==> config.mk <==
export PLATFORM = sky130hd
export DESIGN_NAME = tcw_cursor
export DESIGN_NICKNAME = d
export VERILOG_FILES = /design/src/tcw_pkg.sv /design/src/tcw_cursor.sv
export SDC_FILE = /design/constraint.sdc
export NUM_CORES = 1
export LEC_CHECK = 0
export BUFFER_PORTS_ARGS = -buffer_cell sky130_fd_sc_hd__buf_2
export CAP_MARGIN = 5
export CORE_AREA = 2 2 51 53
export CTS_CLUSTER_DIAMETER = 30
export DETAILED_ROUTE_END_ITERATION = 7
export DIE_AREA = 0 0 53 55
export PLACE_DENSITY_LB_ADDON = 0.12
export SYNTH_ARGS = -nofsm -noshare
export SYNTH_HDL_FRONTEND = slang
export SYNTH_SLANG_ARGS = --single-unit
==> constraint.sdc <==
create_clock -name clock -period 5.9 [get_ports clock]
set_input_delay 0.885 -clock clock [delete_from_list [all_inputs] [get_ports clock]]
set_output_delay 0.885 -clock clock [all_outputs]
set_load 0.1 [all_outputs]
==> src/tcw_pkg.sv <==
package tcw_pkg;

   // Default screen geometry.
   localparam int DEF_COLUMNS = 80;
   localparam int DEF_ROWS    = 25;

   // Request type codes.
   localparam logic [1:0] REQ_PUT   = 2'd0;
   localparam logic [1:0] REQ_CLEAR = 2'd1;
   localparam logic [1:0] REQ_READ  = 2'd2;

   // Character codes with special handling.
   localparam logic [7:0] CH_NEWLINE         = 8'h0A;
   localparam logic [7:0] CH_BACKSPACE       = 8'h08;
   localparam logic [7:0] CH_FIRST_PRINTABLE = 8'h20;

   // Cell contents: attribute in the high byte, character in the low byte.
   localparam logic [7:0]  ATTR_GREY  = 8'h07;
   localparam logic [15:0] BLANK_CELL = 16'h0720;

   // Command from the request side to the cursor unit.
   typedef struct packed {
      logic       put;
      logic       home;
      logic [7:0] char_code;
   } cur_cmd_type;

endpackage

==> src/tcw_cursor.sv <==
module tcw_cursor
   import tcw_pkg::*;
#(
   parameter int COLUMNS = DEF_COLUMNS,
   parameter int ROWS    = DEF_ROWS,
   localparam int CW = $clog2(COLUMNS),
   localparam int RW = $clog2(ROWS),
   localparam int AW = $clog2(COLUMNS * ROWS)
) (
   input  logic          clock,
   input  logic          reset,
   input  cur_cmd_type   cmd,
   output logic [CW-1:0] col,
   output logic [RW-1:0] row,
   output logic [AW-1:0] cell_addr,
   output logic          wr_cell,
   output logic          scroll
);

   localparam logic [CW-1:0] LAST_COL = CW'(COLUMNS - 1);
   localparam logic [RW-1:0] LAST_ROW = RW'(ROWS - 1);
   localparam logic [RW:0]   ROW_END  = (RW + 1)'(ROWS);
   localparam logic [AW-1:0] COLS_A   = AW'(COLUMNS);

   logic [CW-1:0] col_ff, col_in;
   logic [RW-1:0] row_ff, row_in;
   logic [RW:0]   row_nx;
   logic          printable;

   assign printable = cmd.char_code >= CH_FIRST_PRINTABLE;

   // The cell under the cursor, where a printable character lands.
   assign cell_addr = AW'(row_ff) * COLS_A + AW'(col_ff);
   assign wr_cell   = cmd.put && printable;

   // Next cursor position for a put; the row may run one past the screen.
   always_comb begin
      col_in = col_ff;
      row_nx = {1'b0, row_ff};
      if (cmd.char_code == CH_NEWLINE) begin
         col_in = '0;
         row_nx = {1'b0, row_ff} + 1'b1;
      end else if (cmd.char_code == CH_BACKSPACE) begin
         if (col_ff != '0) begin
            col_in = col_ff - 1'b1;
         end
      end else if (printable) begin
         if (col_ff == LAST_COL) begin
            col_in = '0;
            row_nx = {1'b0, row_ff} + 1'b1;
         end else begin
            col_in = col_ff + 1'b1;
         end
      end
   end

   // A row past the bottom means the screen scrolls and the cursor stays on the last row.
   assign scroll = cmd.put && (row_nx == ROW_END);
   assign row_in = (row_nx == ROW_END) ? LAST_ROW : row_nx[RW-1:0];

   always_ff @(posedge clock) begin
      if (reset || cmd.home) begin
         col_ff <= '0;
         row_ff <= '0;
      end else if (cmd.put) begin
         col_ff <= col_in;
         row_ff <= row_in;
      end
   end

   assign col = col_ff;
   assign row = row_ff;

endmodule

# == Word level (Yosys, flattened, before mapping) ==
# Index checks and enable logic that the tools add are counted.
# word_totals
register_bits,12
elab_cells,29
# classes
eq_ne,5
n_mux,10
add_sub_neg,4
reduce_logical,6
order_cmp,1
n_mul,1
# op_table
op,count
7-bit two-way mux,5
6-bit two-way mux,4
"8-bit by 4-bit equality test with 1-bit output, second input constant",2
11-bit by 7-bit adder with 11-bit output,1
"8-bit by 6-bit greater-or-equal comparator with 1-bit output, second input constant",1
"7-bit by 1-bit adder with 7-bit output, second input constant",1
"7-bit equality test, second input constant",1
"5-bit by 3-bit multiplier with 7-bit output, second input constant",1
7-bit nonzero test,1
"7-bit by 1-bit subtractor with 7-bit output, second input constant",1
"5-bit by 1-bit adder with 6-bit output, second input constant",1
"6-bit by 5-bit equality test with 1-bit output, second input constant",1
5-bit two-way mux,1
"3-bit by 2-bit inequality test with 1-bit output, second input constant",1
3-bit AND reduction,1
3-bit nonzero test,1
1-bit logical AND,2
1-bit logical OR,1

# == Longest topological paths before layout ==
# logic_depth
depth_word,7
depth_mapped,7

# == Worst setup path after synthesis ==
# Ideal clock, no wire load.
# synth_path
kind,register to output
from,register row_ff[1] (netlist: row[1])
to,output port cell_addr[10]
t_arrival_ns,4.081
stages_incl_launch_ff,8
slack_ns,0.934
cell_sequence,dfxtp_1 > ha_1 > ha_1 > fa_1 > xor2_1 > o2111ai_1 > xor2_1 > xnor2_1
# synth_between
elab_chain_cells,2
# synth_lines
item,line_no,rtl
from (decl),tcw_cursor.sv:26,"logic [RW-1:0] row_ff, row_in;"
from (signal assigned),tcw_cursor.sv:67,row_ff <= row_in;
5-bit by 3-bit multiplier with 7-bit output,tcw_cursor.sv:33,assign cell_addr = AW'(row_ff) * COLS_A + AW'(col_ff);
11-bit by 7-bit adder with 11-bit output,tcw_cursor.sv:33,
to (decl),tcw_cursor.sv:15,"output logic [AW-1:0] cell_addr,"
# No other way between the ends.

# == Final worst setup path ==
# layout_path
from,input port cmd[0] in the netlist's numbering
to,output port scroll
# layout_between
elab_chain_cells,6
# layout_lines
item,line_no,rtl
from (decl),tcw_cursor.sv:12,"input cur_cmd_type cmd,"
8-bit by 6-bit greater-or-equal comparator with 1-bit output,tcw_cursor.sv:30,assign printable = cmd.char_code >= CH_FIRST_PRINTABLE;
6-bit two-way mux,tcw_cursor.sv:47,end else if (printable) begin
6-bit two-way mux,tcw_cursor.sv:43,end else if (cmd.char_code == CH_BACKSPACE) begin
6-bit two-way mux *,tcw_cursor.sv:40,if (cmd.char_code == CH_NEWLINE) begin
6-bit by 5-bit equality test with 1-bit output *,tcw_cursor.sv:58,assign scroll = cmd.put && (row_nx == ROW_END);
1-bit logical AND *,tcw_cursor.sv:58,
to (decl),tcw_cursor.sv:17,output logic scroll
# Mark *: on every way between the ends. The rest lies on a longest branch, timed or not.

==> run summary <==
DRC -> 0
Routability congestion estimate -> 0.934
# diodes -> 0
Area Overhead vs Synth -> 15.1%
Cell Int Power -> 129 uW
Initial DRC Count -> 24
Nets -> 210
Worst stage delay on the critical path -> 0.65 ns
Hold Crit Depth -> 1
Post-route clock period utilization -> 67.6%
CTS buffer count -> 3
I/O pin total -> 37
Worst min-delay path category -> flop to flop
Vias -> 1250
H-tree depth -> 1
Grt total ovfl -> 0
Synth cell types -> 46
Synth Instances -> 151
Die Area -> 2920 sq um
Cts hold-fix bufs -> 0
Routed len/inst -> 14.1 um
WS Path Type -> input pin to output pin
Pwr Total -> 193 uW
Vias in the first global route -> 1113
Insertion delay to the later sink of the worst-skew pair -> 0.29 ns
Final slew viol count -> 0
Layout cell share with drive strength beyond 1 -> 26.4%
Starting Density -> 53.3%
Syn. warnings -> 0
Power Density -> 133 nW/um^2
Seq pwr share -> 43.2%
Inst Count DP -> 208
TritonCTS clock tree -> done
Synthesized area per cell -> 8.34 sq um
Slew @ Worst Pin -> 0.885 ns
F_max -> 0.251 GHz
Largest net degree at the start of global routing -> 12
WL final -> 2990 um
Peak VDD IR -> 114 uV
Vias/cell -> 5.90
Hpwl dp -> 2350 um
Unrepaired setup endpoints after global routing -> no
Period minus WS final -> 3.99 ns
Die W -> 53 um
Setup WS post-layout -> 1.91 ns
Sw Share -> 33.1%
CP max FO -> 8
Site row count -> 18
Fin cells -> 212
Post-CTS Resized -> 0
Core ar. -> 2360 sq um
Clk pwr share -> 36.7%
Final TNS setup -> 0 ns
Total Routing Usage GR -> 21.8%
Drt first pass iters -> 4
Comb pwr share -> 20.1%
CP max stage cell -> or4b_1
IO buf count -> 36
Max Root-Sink Buffers -> 2
Setup WS pre-CTS -> 1.94 ns
Total of max-cap violations -> 0
Reg clk slew, reported paths -> 0.09 ns
FILL cells -> 223
Synthesized Nets -> 178
Hold Worst Slack -> 0.569 ns
First-pass GRT wire length -> 4690 um
FF-to-FF path depth -> 6
Initial antenna violation count -> 0
Critical path capture point type -> output pin
Status -> complete, no violations
Clk Tree Root Cell -> clkbuf_4
Post-CTS setup buffers -> 0
Sink Count -> 12
Mapped cell area -> 1260 sq um
Startpoint Class -> input pin
Leak pwr -> 0.000702 uW
Number of synthesized register bits -> 12
Worst path most repeated cell -> buf_2
Post-DRT Antenna Nets -> 0
EDFF count, synth -> 0
Worst EP arrival -> 3.10 ns
Final setup vio count -> 0
Share of flip-flops with an asynchronous set or reset -> 0%
Max-slew headroom -> 40.2%
Hold Violations, Final -> 0
Die Y -> 55 um
Sw power -> 64.0 uW
Worst path required time -> 5.02 ns
Clk_skew -> 0.00831 ns
Ys flop type -> dfxtp_1
Seq/Total Area, Yosys -> 19.1%
Crit-path cells -> buf_2 > or4b_1 > nor3_2 > o21ai_0 > a221oi_4 > buf_2
power by group through the flow:
| stage | sequential [uW] | combinational, uW | clock (uW) |
|---|---|---|---|
| after floorplan | 90.8 | 24.7 | 0 |
| after global placement | 85.3 | 38.0 | 0 |
| after detailed placement | 85.3 | 38.6 | 0 |
| after CTS | 83.4 | 38.7 | 71.1 |
| after global routing | 83.6 | 41.1 | 75.8 |
| final | 83.4 | 38.9 | 70.8 |
cell type report:
class | count | area [sq um] | area share (%)
Clock buffer | 4 | 36.3 | 2.50
Inverter | 10 | 37.5 | 2.59
Multi-Input combinational cell | 120 | 918 | 63.3
Sequential cell | 12 | 240 | 16.6
Tap cell | 30 | 37.5 | 2.59
Timing Repair Buffer | 36 | 180 | 12.4
worst max-delay path: cells and delay by family:
family | cells | cell delay (ns)
and+or+nand+nor | 2 | 1.06
buffers and inverters | 2 | 0.57
AOI/OAI and AO/OA | 2 | 0.58
cell usage in the layout, fill, tap and decap left out, types with 2 or more instances in the layout:
| cell | synthesis | routed |
|---|---|---|
| ha_1 | 13 | 13 |
| and3_1 | 3 | 3 |
| or3_1 | 3 | 3 |
| a21o_1 | 3 | 3 |
| buf_2 | 0 | 36 |
| nand4_1 | 2 | 2 |
| nor2_1 | 9 | 9 |
| xnor2_1 | 6 | 6 |
| inv_1 | 10 | 10 |
| nor3b_1 | 3 | 3 |
| a211oi_1 | 2 | 2 |
| mux2i_1 | 3 | 3 |
| clkbuf_4 | 0 | 3 |
| nand2_1 | 10 | 10 |
| dfxtp_1 | 12 | 12 |
| a21oi_1 | 9 | 9 |
| a31oi_1 | 2 | 2 |
| o211ai_1 | 4 | 4 |
| o21ai_0 | 6 | 6 |
| nand3_1 | 3 | 3 |
| nor3_1 | 4 | 4 |
| fa_1 | 2 | 2 |
| o2111ai_1 | 5 | 5 |
| nor3_2 | 3 | 3 |
| nor2b_1 | 2 | 2 |
| xor2_1 | 5 | 5 |
worst paths after layout:
check / start / endpoint / slack (ns)
min reg2reg: col[6]$_SDFFE_PP0P_ / col[6]$_SDFFE_PP0P_ / 0.57
min: col[6]$_SDFFE_PP0P_ / col[6]$_SDFFE_PP0P_ / 0.57
max reg2reg: col[0]$_SDFFE_PP0P_ / row[0]$_SDFFE_PP0P_ / 3.80
max: cmd[0] / scroll / 1.91
synthesized netlist by cell type, drive strengths merged, types with 3 or more instances:
library cell,n,area share [%]
inv,10,3.0
nor3,7,4.0
xnor2,6,4.2
o211ai,4,2.4
nor3b,3,1.8
nor2,9,2.7
and3,4,2.4
buf,7,4.5
o2111ai,5,3.5
a21o,3,1.8
a21oi,9,3.6
o21ai,6,2.4
or3,3,1.5
nand3,3,1.2
dfxtp,12,19
ha,13,13
mux2i,3,2.4
xor2,5,3.5
nand2,10,3.0
state kept, by name, indices dropped and copies added, names as in the netlist:
signal and count:
row 5, col 7
cells by family (layout without fill, tap and decap cells):
kind of cell	after synthesis	in the layout	synth area share (%)
XOR/XNOR	11	11	7.65
multiplexers	3	3	2.38
flip-flops	12	12	19.1
AO/OA/AOI/OAI	39	39	22.2
AND/OR/NAND/NOR	52	52	24.5
adder cells (fa/ha/maj)	15	15	16.1
buffers and inverters	19	50	8.04
routing by layer:
| metal | track usage (%) | vias up | part of all wire (%) |
|---|---|---|---|
| li1 | - | 614 | - |
| met1 | 24.5 | 592 | 43 |
| met2 | 41.5 | 39 | 51 |
| met3 | 2.42 | 5 | 4.6 |
| met4 | 9.83 | 0 | 1.0 |
| met5 | 0 | - | 0 |
per-stage QoR:
stage	utilization (%)	instance area, sq um
2_1_floorplan	-	1260
3_3_place_gp	59.8	1410
3_5_place_dp	59.8	1410
4_1_cts	61.3	1450
5_1_grt	61.3	1450
6_report	61.3	1450
Power figures use the tool's default switching activity.
